`src/rtl/core/rbia_pkg.sv`:
```
`timescale 1ns / 1ps

package rbia_pkg;

    localparam int MAP_WIDTH = 64;
    localparam int ID_WIDTH  = 6;

    typedef logic [MAP_WIDTH-1:0] map_t;
    typedef logic [ID_WIDTH-1:0]  id_t;

    typedef enum logic
    {
        ACT_ACQUIRE = 1'b0,
        ACT_RELEASE = 1'b1
    } action_t;

    // bit k of the index is clear when the one-hot bit falls inside mask k
    localparam map_t IDX_MASK [ID_WIDTH] = '{
        64'h5555555555555555,
        64'h3333333333333333,
        64'h0F0F0F0F0F0F0F0F,
        64'h00FF00FF00FF00FF,
        64'h0000FFFF0000FFFF,
        64'h00000000FFFFFFFF
    };

    typedef struct packed
    {
        logic found;
        id_t  index;
        map_t claim;
    } pick_t;

endpackage

```
`src/rtl/core/rbia_pick.sv`:
```
`timescale 1ns / 1ps

module rbia_pick
(
    input  rbia_pkg::map_t  used,
    output rbia_pkg::pick_t pick
);

    rbia_pkg::map_t isolated;
    rbia_pkg::id_t  index;

    // lowest zero of the used map, as a one-hot word
    assign isolated = ~used & (used + rbia_pkg::MAP_WIDTH'(1));

    always_comb
    begin
        for (int k = 0; k < rbia_pkg::ID_WIDTH; k++)
        begin
            index[k] = ~|(isolated & rbia_pkg::IDX_MASK[k]);
        end
    end

    assign pick.found = |isolated;
    assign pick.index = pick.found ? index : '0;
    assign pick.claim = isolated;

endmodule

```
`src/rtl/core/rotating_bitmap_id_allocator_core.sv`:
```
`timescale 1ns / 1ps

// Identifier allocator for ids 0 to SLOT_COUNT-1 with a rotating search start.
// Input stream s_axis: tuser carries the action (0 acquire, 1 release),
// tdata carries the id to release. Output stream m_axis: tuser is the grant
// flag, tdata carries the granted id and the busy map after the transaction.
// An acquire takes the lowest free id at or above the start counter, which
// advances by one on every acquire; with nothing free there it fails.
// A release clears the named id. Every input gives exactly one output.
// An input transaction passes through one input register, then the search over
// the 64-bit map into the result register. Throughput is one transaction per
// clock while the receiver keeps m_axis_tready high; the map and counter update
// in the cycle that moves an item from the input register to the result.
// Reset clears the busy map, the start counter and both valid flags.
// When the receiver stalls, the result holds, the input register fills and
// s_axis_tready drops until the result is taken.
module rotating_bitmap_id_allocator_core
#(
    parameter int SLOT_COUNT = 64
)
(
    input  logic        clk,
    input  logic        rst_n,
    input  logic        s_axis_tvalid,
    output logic        s_axis_tready,
    input  logic [7:0]  s_axis_tdata,   // [5:0] release_id, [7:6] zero
    input  logic        s_axis_tuser,   // [0] action
    output logic        m_axis_tvalid,
    input  logic        m_axis_tready,
    output logic [71:0] m_axis_tdata,   // [5:0] given_id, [69:6] busy_map, [71:70] zero
    output logic        m_axis_tuser    // [0] granted
);

    localparam rbia_pkg::map_t VALID_MASK = (SLOT_COUNT >= rbia_pkg::MAP_WIDTH) ?
        '1 : ((rbia_pkg::MAP_WIDTH'(1) << SLOT_COUNT) - rbia_pkg::MAP_WIDTH'(1));

    logic               in_valid_reg;
    rbia_pkg::action_t  in_action_reg;
    rbia_pkg::id_t      in_id_reg;
    logic               out_valid_reg;
    logic               out_granted_reg;
    rbia_pkg::id_t      out_id_reg;
    rbia_pkg::map_t     busy_reg;
    rbia_pkg::map_t     busy_next;
    rbia_pkg::id_t      start_reg;
    rbia_pkg::id_t      start_next;
    rbia_pkg::map_t     below;
    rbia_pkg::map_t     used;
    rbia_pkg::pick_t    pick;
    logic               granted_next;
    rbia_pkg::id_t      id_next;
    logic               advance;
    logic               take_in;

    assign advance       = in_valid_reg && (!out_valid_reg || m_axis_tready);
    assign s_axis_tready = !in_valid_reg || advance;
    assign take_in       = s_axis_tvalid && s_axis_tready;

    assign below = (rbia_pkg::MAP_WIDTH'(1) << start_reg) - rbia_pkg::MAP_WIDTH'(1);
    assign used  = busy_reg | below | ~VALID_MASK;

    rbia_pick u_pick
    (
        .used (used),
        .pick (pick)
    );

    always_comb
    begin
        busy_next    = busy_reg;
        start_next   = start_reg;
        granted_next = 1'b0;
        id_next      = '0;
        case (in_action_reg)
            rbia_pkg::ACT_ACQUIRE:
            begin
                start_next   = start_reg + rbia_pkg::ID_WIDTH'(1);
                busy_next    = busy_reg | pick.claim;
                granted_next = pick.found;
                id_next      = pick.index;
            end
            rbia_pkg::ACT_RELEASE:
            begin
                busy_next = busy_reg & ~(rbia_pkg::MAP_WIDTH'(1) << in_id_reg);
            end
            default:
            begin
                busy_next = busy_reg;
            end
        endcase
        busy_next = busy_next & VALID_MASK;
    end

    always_ff @(posedge clk or negedge rst_n)
    begin
        if (!rst_n)
        begin
            in_valid_reg  <= 1'b0;
            out_valid_reg <= 1'b0;
            busy_reg      <= '0;
            start_reg     <= '0;
        end
        else
        begin
            if (take_in)
            begin
                in_valid_reg <= 1'b1;
            end
            else if (advance)
            begin
                in_valid_reg <= 1'b0;
            end

            if (advance)
            begin
                out_valid_reg <= 1'b1;
                busy_reg      <= busy_next;
                start_reg     <= start_next;
            end
            else if (m_axis_tready)
            begin
                out_valid_reg <= 1'b0;
            end
        end
    end

    always_ff @(posedge clk)
    begin
        if (take_in)
        begin
            in_action_reg <= rbia_pkg::action_t'(s_axis_tuser);
            in_id_reg     <= s_axis_tdata[rbia_pkg::ID_WIDTH-1:0];
        end
        if (advance)
        begin
            out_granted_reg <= granted_next;
            out_id_reg      <= id_next;
        end
    end

    assign m_axis_tvalid = out_valid_reg;
    assign m_axis_tuser  = out_granted_reg;
    assign m_axis_tdata  = {2'b00, busy_reg, out_id_reg};

endmodule

```
`config.mk`:
```
export PLATFORM = sky130hd
export DESIGN_NAME = rotating_bitmap_id_allocator_core
export DESIGN_NICKNAME = d
export VERILOG_FILES = /design/src/rtl/core/rbia_pkg.sv /design/src/rtl/core/rbia_pick.sv /design/src/rtl/core/rotating_bitmap_id_allocator_core.sv
export SDC_FILE = /design/constraint.sdc
export NUM_CORES = 1
export LEC_CHECK = 0
export BUFFER_PORTS_ARGS = -buffer_cell sky130_fd_sc_hd__clkbuf_2
export CORE_UTILIZATION = 38
export CTS_BUF_LIST = sky130_fd_sc_hd__clkbuf_8
export CTS_CLUSTER_DIAMETER = 80
export CTS_CLUSTER_SIZE = 28
export DETAILED_ROUTE_END_ITERATION = 12
export HOLD_SLACK_MARGIN = 0.12
export MAX_ROUTING_LAYER = met4
export PLACE_DENSITY = 0.54
export SLEW_MARGIN = 20
export SYNTH_ARGS = -nofsm -noshare
export SYNTH_HDL_FRONTEND = slang
export SYNTH_SLANG_ARGS = --single-unit
```
`constraint.sdc`:
```
create_clock -name clk -period 4.8 [get_ports clk]
set_input_delay 0.96 -clock clk [delete_from_list [all_inputs] [get_ports clk]]
set_output_delay 0.96 -clock clk [all_outputs]
set_load 0.02 [all_outputs]
```
# [Yosys cells after proc, flatten, opt, wreduce, memory -nomap -nowiden]
# Index checks and enable logic that the tools add are counted.
[word_totals] ff_bits=86 latchBits=0 ramBits=0 romBits=0 out_inout_bits=75 n_memories=0
[classes] addsub=3 mul=0 div_mod_pow=0 n_lt_le_gt_ge=0 n_eq_ne=0 shift=2 n_mux=5 n_bitwise=8 reduce_logical=23
[ops] op="OR reduction 32 bit" count=6
[ops] op="bitwise AND 64 bit" count=2
[ops] op="NOT 64 bit" count=2
[ops] op="OR 64 bit" count=2
[ops] op="one-hot mux 64 bit (2 select lines)" count=1
[ops] op="<< shifter 1 x 6 -> 64 bit (first input constant)" count=2
[ops] op="adder 64 x 1 -> 64 bit (second input constant)" count=1
[ops] op="OR reduction 64 bit" count=1
[ops] op="subtractor 64 x 2 -> 64 bit (second input constant)" count=1
[ops] op="logical NOT 1 bit" count=8
[ops] op="adder 6 x 1 -> 6 bit (second input constant)" count=1
[ops] op="two-way mux 1 bit" count=4
[ops] op="nonzero test 2 bit" count=2
[ops] op="logical AND 1 bit" count=2
[ops] op="logical OR 1 bit" count=2
[ops] op="NOT 1 bit" count=2
[ops] op="AND reduction 2 bit" count=1
[ops] op="OR reduction 2 bit" count=1

# [Depth between registers and ports, before layout]
# Gate-level depths: netlist of the first run.
[logic_depth] word_depth=8 ltp_mapped=22 ltp_nobuf=17

# [By module]
# Synthesis of the first run repeated with hierarchy kept, for this count alone.
[unflattened] hier_cells=1122 hier_area_um2=8540.7
[by_module_without_submodules] module="rotating_bitmap_id_allocator_core" instances=1 cells_per_inst=717 area_each_um2=5896.9
[by_module_without_submodules] module="rbia_pick" instances=1 cells_per_inst=405 area_each_um2=2643.8

# [Least setup slack after synthesis of the first run]
# Ideal clock, no wire load.
[synth_path] path_type="register to register" startpoint="register start_reg[2]" endpoint="register out_id_reg[2], data pin" setup_ps=271 arrival_time_ps=4904 required_time_ps=4529 path_slack_ps=-375 stages_incl_launch_ff=21 n_path_buf=6 cell_sequence="dfrtp_1 > buf_4 > buf_6 > buf_2 > buf_2 > inv_1 > ha_1 > or4_1 > and2_1 > buf_2 > or3_1 > buf_2 > nor4_1 > mux2i_1 > o211ai_1 > or4b_2 > o211a_1 > o311ai_1 > a31oi_1 > nand4_1 > nor3_1"
[synth_via] elab_chain_len=8
[synth_rtl] item="start: declaration" line="rotating_bitmap_id_allocator_core.sv:45" text="rbia_pkg::id_t start_reg;"
[synth_rtl] item="start signal: assignment" line="rotating_bitmap_id_allocator_core.sv:118" text="start_reg <= start_next;"
[synth_rtl] item="<< shifter 1 x 6 -> 64 bit (*)" line="rotating_bitmap_id_allocator_core.sv:59" text="assign below = (rbia_pkg::MAP_WIDTH'(1) << start_reg) - rbia_pkg::MAP_WIDTH'(1);"
[synth_rtl] item="subtractor 64 x 2 -> 64 bit (*)" line="rotating_bitmap_id_allocator_core.sv:59"
[synth_rtl] item="OR 64 bit (*)" line="rotating_bitmap_id_allocator_core.sv:60" text="assign used = busy_reg | below | ~VALID_MASK;"
[synth_rtl] item="adder 64 x 1 -> 64 bit / NOT 64 bit (equally long branches)" line="rbia_pick.sv:13" text="assign isolated = ~used & (used + rbia_pkg::MAP_WIDTH'(1));"
[synth_rtl] item="bitwise AND 64 bit (*)" line="rbia_pick.sv:13"
[synth_rtl] item="OR reduction 64 bit" line="rbia_pick.sv:23" text="assign pick.found = |isolated;"
[synth_rtl] item="NOT 1 bit (no line)"
[synth_rtl] item="OR reduction 2 bit (no line)"
[synth_rtl] item="end signal: assignment" line="rotating_bitmap_id_allocator_core.sv:137" text="out_id_reg <= id_next;"
[synth_rtl] item="end: declaration" line="rotating_bitmap_id_allocator_core.sv:42" text="rbia_pkg::id_t out_id_reg;"
# Every way passes the cells marked *; elsewhere a longest branch is shown, timed or not.
# A chain may end at the register's enable or synchronous reset.

# [Final worst setup path of the first run]
[layout_path] startpoint="register start_reg[1]" endpoint="register out_id_reg[1], data pin"
# The elaborated chain is that of the path after synthesis.

==> results of run 1 <==
-- worst paths after layout --
kind,from,endpoint,slack [ps],cells after the start
max in group asynchronous,rst_n,busy_reg[19]$_DFFE_PN0P_,3710,1
setup / recovery,start_reg[1]$_DFFE_PN0P_,out_id_reg[1]$_SDFFCE_PP0P_,20,17
hold / removal,busy_reg[15]$_DFFE_PN0P_,busy_reg[15]$_DFFE_PN0P_,520,1
min in group asynchronous,rst_n,start_reg[4]$_DFFE_PN0P_,540,1
hold reg to reg,busy_reg[15]$_DFFE_PN0P_,busy_reg[15]$_DFFE_PN0P_,520,1
setup reg to reg,start_reg[1]$_DFFE_PN0P_,out_id_reg[1]$_SDFFCE_PP0P_,20,17
-- Yosys cell counts (11+ instances only) --
master    instances
o21ai_0         128
nand2_1          97
nor2_1           81
dfrtp_1          72
nor3_1           61
nand3_1          52
a21oi_1          45
clkbuf_1         29
nand2b_1         21
o31ai_1          21
buf_2            20
inv_1            20
nand4_1          19
or3_1            18
nor2b_1          17
xnor2_1          16
a31oi_1          15
edfxtp_1         14
nand3b_1         14
or4_1            14
a211oi_1         11
nor4_1           11
o211ai_1         11
-- through the flow --
stage	TNS (ps)	hold slack, ps	setup slack [ps]	area, um^2
after global placement	-1020	473	-156	10100
final	0	515	22.5	10800
after floorplan	0	457	1.98	8020
after detailed placement	-735	492	-170	10100
after global routing	-254	557	-55.7	10800
after CTS	0	518	1.62	10300
-- logic make-up (layout without fill, tap and decap cells) --
kind of cell,Yosys count,count (layout),share of synthesized area (%)
buf+inv,84,365,5.00
mux,15,15,2.04
other cells,1,2,0.0473
fa+ha+maj,7,7,1.11
simple gates,499,499,36.2
compound gates,312,312,25.1
flops,86,86,28.0
xor+xnor,23,23,2.54
-- power groups by stage --
stage               Sequential [W]  Clock (W)  Combinational, W
detailed placement        0.000978          0           0.00715
global placement          0.000976          0           0.00721
floorplan                  0.00104          0           0.00384
CTS                       0.000962   0.000538           0.00726
global route              0.000984   0.000560           0.00848
finish                    0.000972   0.000532           0.00807
-- worst reg2reg max path, stage by stage, from the launching register on --
cell and delay [ps]:
dfrtp_2 460, ha_4 190, ha_4 180, or4_4 540
and2_4 190, or3_4 360, or3_4 440, buf_6 150
mux2_4 310, nand3b_1 230, nor3b_4 320, nand4_4 250
nor3_4 270, buf_4 150, buf_4 100, o21ai_0 200
nand3_1 160, nor3_1 50
-- final cells by class --
type	count	area [um^2]
Fill cell	2009	9560
Multi-Input combinational cell	858	5680
Timing Repair Buffer	329	2300
Sequential cell	86	2220
Tap cell	270	338
Clock buffer	9	124
Inverter	20	75.1
Clock inverter	7	56.3
-- routing by layer --
metal	part of all wire [%]	vias to the layer above	global-route usage (%)
met3	8.4	99	6.00
li1	-	4462	-
met4	3.5	0	12.5
met2	43	523	55.2
met1	45	4780	50.9
met5	0	-	-
-- repair_timing --
action,in CTS,in global routing
setup buffers,1,26
pin swaps,3,30
cloned,0,0
resized for setup,10,67
setup endpoints to repair,14,17
==> flow_summary.json, run 1 <==
{
  "status": "completed",
  "grt_overflow_total": 0,
  "pwr-share-clk_pct": 5.6,
  "cp_max_fo": 6,
  "power_density_nw_per_um2": 886,
  "yosys-top-cells-area": "dfrtp_1 23%, o21ai_0 8.1%, edfxtp_1 5.3%, nand2_1 4.6%, nor3_1 3.9%",
  "power.net_switching_w": 0.00492,
  "path_cells": "ha_4, ha_4, or4_4, and2_4, or3_4, or3_4, buf_6, mux2_4, nand3b_1, nor3b_4, nand4_4, nor3_4, buf_4, buf_4, o21ai_0, nand3_1, nor3_1",
  "die_x_um": 146,
  "synth.cell_area_um2": 7930,
  "drc": 0,
  "synthDistinctLibCells": 90,
  "clock_sinks": 86,
  "drtPass1Iterations": 7,
  "grt_pass1_vias": 9036,
  "p_int_w": 0.00465,
  "rsz0062_at_grt": "true",
  "critPathBufInv": 3,
  "min_period_over_period_pct": 99.5,
  "slew_violations": 0,
  "syn_area_per_cell_um2": 7.72,
  "cts_tree": "built",
  "cpLargestDelayFamily": "simple AND/OR/NAND/NOR gates",
  "critPathCaptureType": "register",
  "largest_reg_flops": 64,
  "path_clk_slew_ps": 110,
  "hold_class": "register to register",
  "wl_per_cell_um": 24.7,
  "cts.hold.buffers_added": 0,
  "yosysSeqAreaShare_pct": 28.0,
  "sw_frac_of_total_pct": 51.4,
  "placementRows": 52,
  "ys_async_sr_fraction_pct": 83.7,
  "synthFlopType": "dfrtp_1",
  "yosys_warnings": 0,
  "drt_wl_total_um": 39000,
  "drtIter0Drc": 935,
  "vdd_drop_max_uv": 351,
  "setup_viol": 0,
  "grt_max_degree": 73,
  "dr_total_vias": 9864,
  "startpoint_type": "register",
  "dp_cells": 1536,
  "min_period_ps": 4780,
  "cap_viol_max_count": 0,
  "synthesis.instances": 1027,
  "viasPerCell": 6.25,
  "antenna_left": 0,
  "antenna_found_initial": 0,
  "netlist.area_leader.share_pct": 22.7,
  "dieArea_um2": 21400,
  "layout_common_cells": "241 x buf_4, 124 x o21ai_0, 96 x nand2_1",
  "fmax_mhz": 209,
  "die_h_um": 146,
  "fin_cells": 1579,
  "cts-root-buf": "clkbuf_8",
  "finalPower_w": 0.00957,
  "crit_type": "register to register",
  "cts_buffer_depth": 2,
  "htree_levels": 3,
  "synth_edf_count": 14,
  "insertion_delay_ps": 410,
  "critPathMaxStageDelay_ps": 540,
  "area_growth_syn_to_layout_pct": 36.4,
  "max_slew_margin_pct": 31.1,
  "clock_skew_ps": 15.0,
  "finalHoldViolCount": 0,
  "dp_hpwl_um": 30400,
  "ys_seq_elements": 86,
  "crit_arrival_ps": 4940,
  "port_buffers": 83,
  "yosysTopAreaCell": "dfrtp_1",
  "nets": 1324,
  "p_leak_nw": 4.69,
  "crit_required_ps": 4960,
  "p_seq_share_pct": 10.2,
  "cts_buffers": 9,
  "final_core_util_pct": 53.1,
  "io_pins": 88,
  "grt_first_pass_wirelength_um": 57000,
  "pwr-share-comb_pct": 84.3,
  "worst_pin_slew_ps": 1030,
  "final_common_cell": "buf_4",
  "start_util_pct": 38.9,
  "core_area_um2": 20400,
  "antenna-diode-count": 0,
  "cp_slowest_cell": "or4_4",
  "grt.total_usage_pct": 37.1,
  "layout-drive-gt1-share_pct": 34.8,
  "gp_congestion": 1.01
}
Note: power is estimated with default switching activity, not from simulation.
==> run 2, diff against run 1 <==
--- a/config.mk
+++ b/config.mk
@@ -5,6 +5,7 @@
 export SDC_FILE = /design/constraint.sdc
 export NUM_CORES = 1
 export LEC_CHECK = 0
+export ABC_AREA = 1
 export BUFFER_PORTS_ARGS = -buffer_cell sky130_fd_sc_hd__clkbuf_2
 export CORE_UTILIZATION = 38
 export CTS_BUF_LIST = sky130_fd_sc_hd__clkbuf_8
@@ -13,7 +14,7 @@
 export DETAILED_ROUTE_END_ITERATION = 12
 export HOLD_SLACK_MARGIN = 0.12
 export MAX_ROUTING_LAYER = met4
-export PLACE_DENSITY = 0.54
+export PLACE_DENSITY = 0.53
 export SLEW_MARGIN = 20
 export SYNTH_ARGS = -nofsm -noshare
 export SYNTH_HDL_FRONTEND = slang
==> run 2 against run 1 <==
Compared with the run above:
- worst setup slack gained 250 ps
- utilization shrank 10 points
- synthesized cell count up 52%
- largest cell class unchanged
- die area rose by 17%
- design area decreased by 5.6%
==> flow_summary.json, run 2 <==
{
  "dp_hpwl_um": 37100,
  "die_x_um": 159,
  "final_common_cell": "nand2_1",
  "synth_edf_count": 14,
  "antenna-diode-count": 0,
  "critPathBufInv": 0,
  "cap_viol_max_count": 0,
  "wl_per_cell_um": 22.7,
  "rsz0062_at_grt": "false",
  "cp_max_fo": 6,
  "finalHoldViolCount": 0,
  "insertion_delay_ps": 400,
  "cpLargestDelayFamily": "simple AND/OR/NAND/NOR gates",
  "worst_pin_slew_ps": 1080,
  "clock_sinks": 86,
  "synth_commonest_cells": "410 x nand2_1, 231 x nor2_1, 214 x inv_1",
  "area_growth_syn_to_layout_pct": 9.52,
  "ys_seq_elements": 86,
  "port_buffers": 83,
  "cts_buffers": 9,
  "grt.total_usage_pct": 37.4,
  "largest_reg_flops": 64,
  "placementRows": 56,
  "nets": 1646,
  "htree_levels": 3,
  "critPathCaptureType": "register",
  "crit_type": "register to register",
  "status": "completed",
  "path_clk_slew_ps": 120,
  "hold_class": "register to register",
  "cts_tree": "built",
  "synthFlopType": "dfrtp_1",
  "drc": 0,
  "path_cells": "ha_1, ha_1, nand2_1, nor2_1, nand2_1, nand2_1, nor2_4, nand2_1, nor2_2, nand2_1, nand2_1, nand3b_1, nand2_1, nor2_1, nand3_1, nor2_4, nand3_1, nor2_1, nor2_1, nand2_1, nor2_1, nand3_2, nand2_2, nor2_1",
  "critPathMaxStageDelay_ps": 450,
  "layout_common_cells": "410 x nand2_1, 229 x nor2_1, 214 x inv_1",
  "setup_slack_ps": 268,
  "antenna_found_initial": 1,
  "register_area_um2": 2220,
  "fmax_mhz": 221,
  "synthesis.instances": 1556,
  "multi_input_area_um2": 5980,
  "yosysTopAreaCell": "dfrtp_1",
  "grt_max_degree": 49,
  "cts_buffer_depth": 2,
  "cts.hold.buffers_added": 0,
  "max_slew_margin_pct": 28.0,
  "drtPass1Iterations": 5,
  "min_period_over_period_pct": 94.4,
  "netlist.area_leader.share_pct": 19.3,
  "crit_required_ps": 4950,
  "core_area_um2": 23800,
  "antenna_left": 0,
  "die_h_um": 159,
  "crit_arrival_ps": 4680,
  "cpMostUsedCell": "nand2_1",
  "clock_skew_ps": 29.6,
  "yosys_warnings": 0,
  "min_period_ps": 4530,
  "grt_pass1_vias": 9933,
  "grt_first_pass_wirelength_um": 64300,
  "layout-drive-gt1-share_pct": 16.2,
  "io_pins": 88,
  "fillers": 2693,
  "yosys-top-cells-area": "dfrtp_1 19%, nand2_1 17%, nor2_1 9.3%, inv_1 8.6%, nand3_1 8.4%",
  "gp_congestion": 1.04,
  "place_ws_ps": 376,
  "synth.most_common_cell": "nand2_1",
  "cp_slowest_cell": "dfrtp_1",
  "fin_setup_tns_ps": 0,
  "start_util_pct": 39.2,
  "ys_async_sr_fraction_pct": 83.7,
  "slew_violations": 0,
  "syn_area_per_cell_um2": 5.99,
  "grt_overflow_total": 0,
  "synthDistinctLibCells": 42,
  "viasPerCell": 5.56,
  "synth.cell_area_um2": 9320,
  "startpoint_type": "register",
  "cts-root-buf": "clkbuf_8",
  "dr_total_vias": 10800,
  "dieArea_um2": 25200,
  "drt_wl_total_um": 44300,
  "drtIter0Drc": 1067,
  "setup_viol": 0,
  "yosysSeqAreaShare_pct": 23.8
}
## run 2: changes by cell type after synthesis, moves of 43 or more
| cell | change |
|---|---|
| a21oi_1 | -44 |
| nor3_1 | -43 |
| nand4_1 | +52 |
| inv_1 | +194 |
| nand3_1 | +104 |
| nor2_1 | +150 |
| nand2_1 | +313 |
## run 2: area by class of cell
class	instances	share of cell area, %
multi-input cells	1201	58.6
flip-flops and latches	86	21.8
inverters	228	8.59
repair buffers	100	5.35
well taps	319	3.91
clock buffers	9	1.21
clock inverters	7	0.564
## run 2: stage by stage
step	hold slack (ps)	utilization [%]	cell area, um^2	std cells
2_1_floorplan	494	-	9320	1557
3_3_place_gp	498	42.1	9990	1931
3_5_place_dp	507	42.1	9990	1931
4_1_cts	535	42.8	10200	1947
5_1_grt	561	43.0	10200	1950
6_report	531	43.0	10200	1950
## run 2: cells by family after synthesis
| logic type | count (synthesis) | share of synthesized area (%) |
|---|---|---|
| buf+inv | 270 | 12.2 |
| compound gates | 134 | 7.57 |
| fa+ha+maj | 7 | 0.940 |
| simple gates | 1054 | 55.1 |
| other cells | 1 | 0.0402 |
| xor+xnor | 4 | 0.376 |
| flops | 86 | 23.8 |
## run 2: worst reg2reg max path: cells and delay by family, from the launching register on
family,cells,cell delay [ps]
flip-flops,1,450
AND/OR/NAND/NOR,22,3290
adder cells (fa/ha/maj),2,550
## run 2: per-layer routing
metal,track usage (%),up-vias,routed length (um)
met3,5.53,94,3470
met4,15.3,0,1900
met2,53.7,475,18400
met1,52.2,5113,20600
li1,-,5153,-
met5,-,-,0
## run 2: worst paths after layout
path	endpoint	depth (start not counted)	slack, ps	from
hold / removal	busy_reg[0]$_DFFE_PN0P_	2	530	busy_reg[0]$_DFFE_PN0P_
min in group asynchronous	busy_reg[7]$_DFFE_PN0P_	1	600	rst_n
setup reg to reg	out_id_reg[2]$_SDFFCE_PP0P_	24	270	start_reg[0]$_DFFE_PN0P_
hold reg to reg	busy_reg[0]$_DFFE_PN0P_	2	530	busy_reg[0]$_DFFE_PN0P_
max in group asynchronous	busy_reg[41]$_DFFE_PN0P_	2	3300	rst_n
setup / recovery	out_id_reg[2]$_SDFFCE_PP0P_	24	270	start_reg[0]$_DFFE_PN0P_
## run 2: repair_timing
action,4_1_cts,5_1_grt
gates resized for setup,0,4
setup endpoints to repair,0,6
endpoints found under the hold margin,0,0
buffers inserted,0,3
Power of run 2 is left out: the tool's default activity adds up to more than one toggle a clock period on the data nets, which glitch-free logic cannot reach.
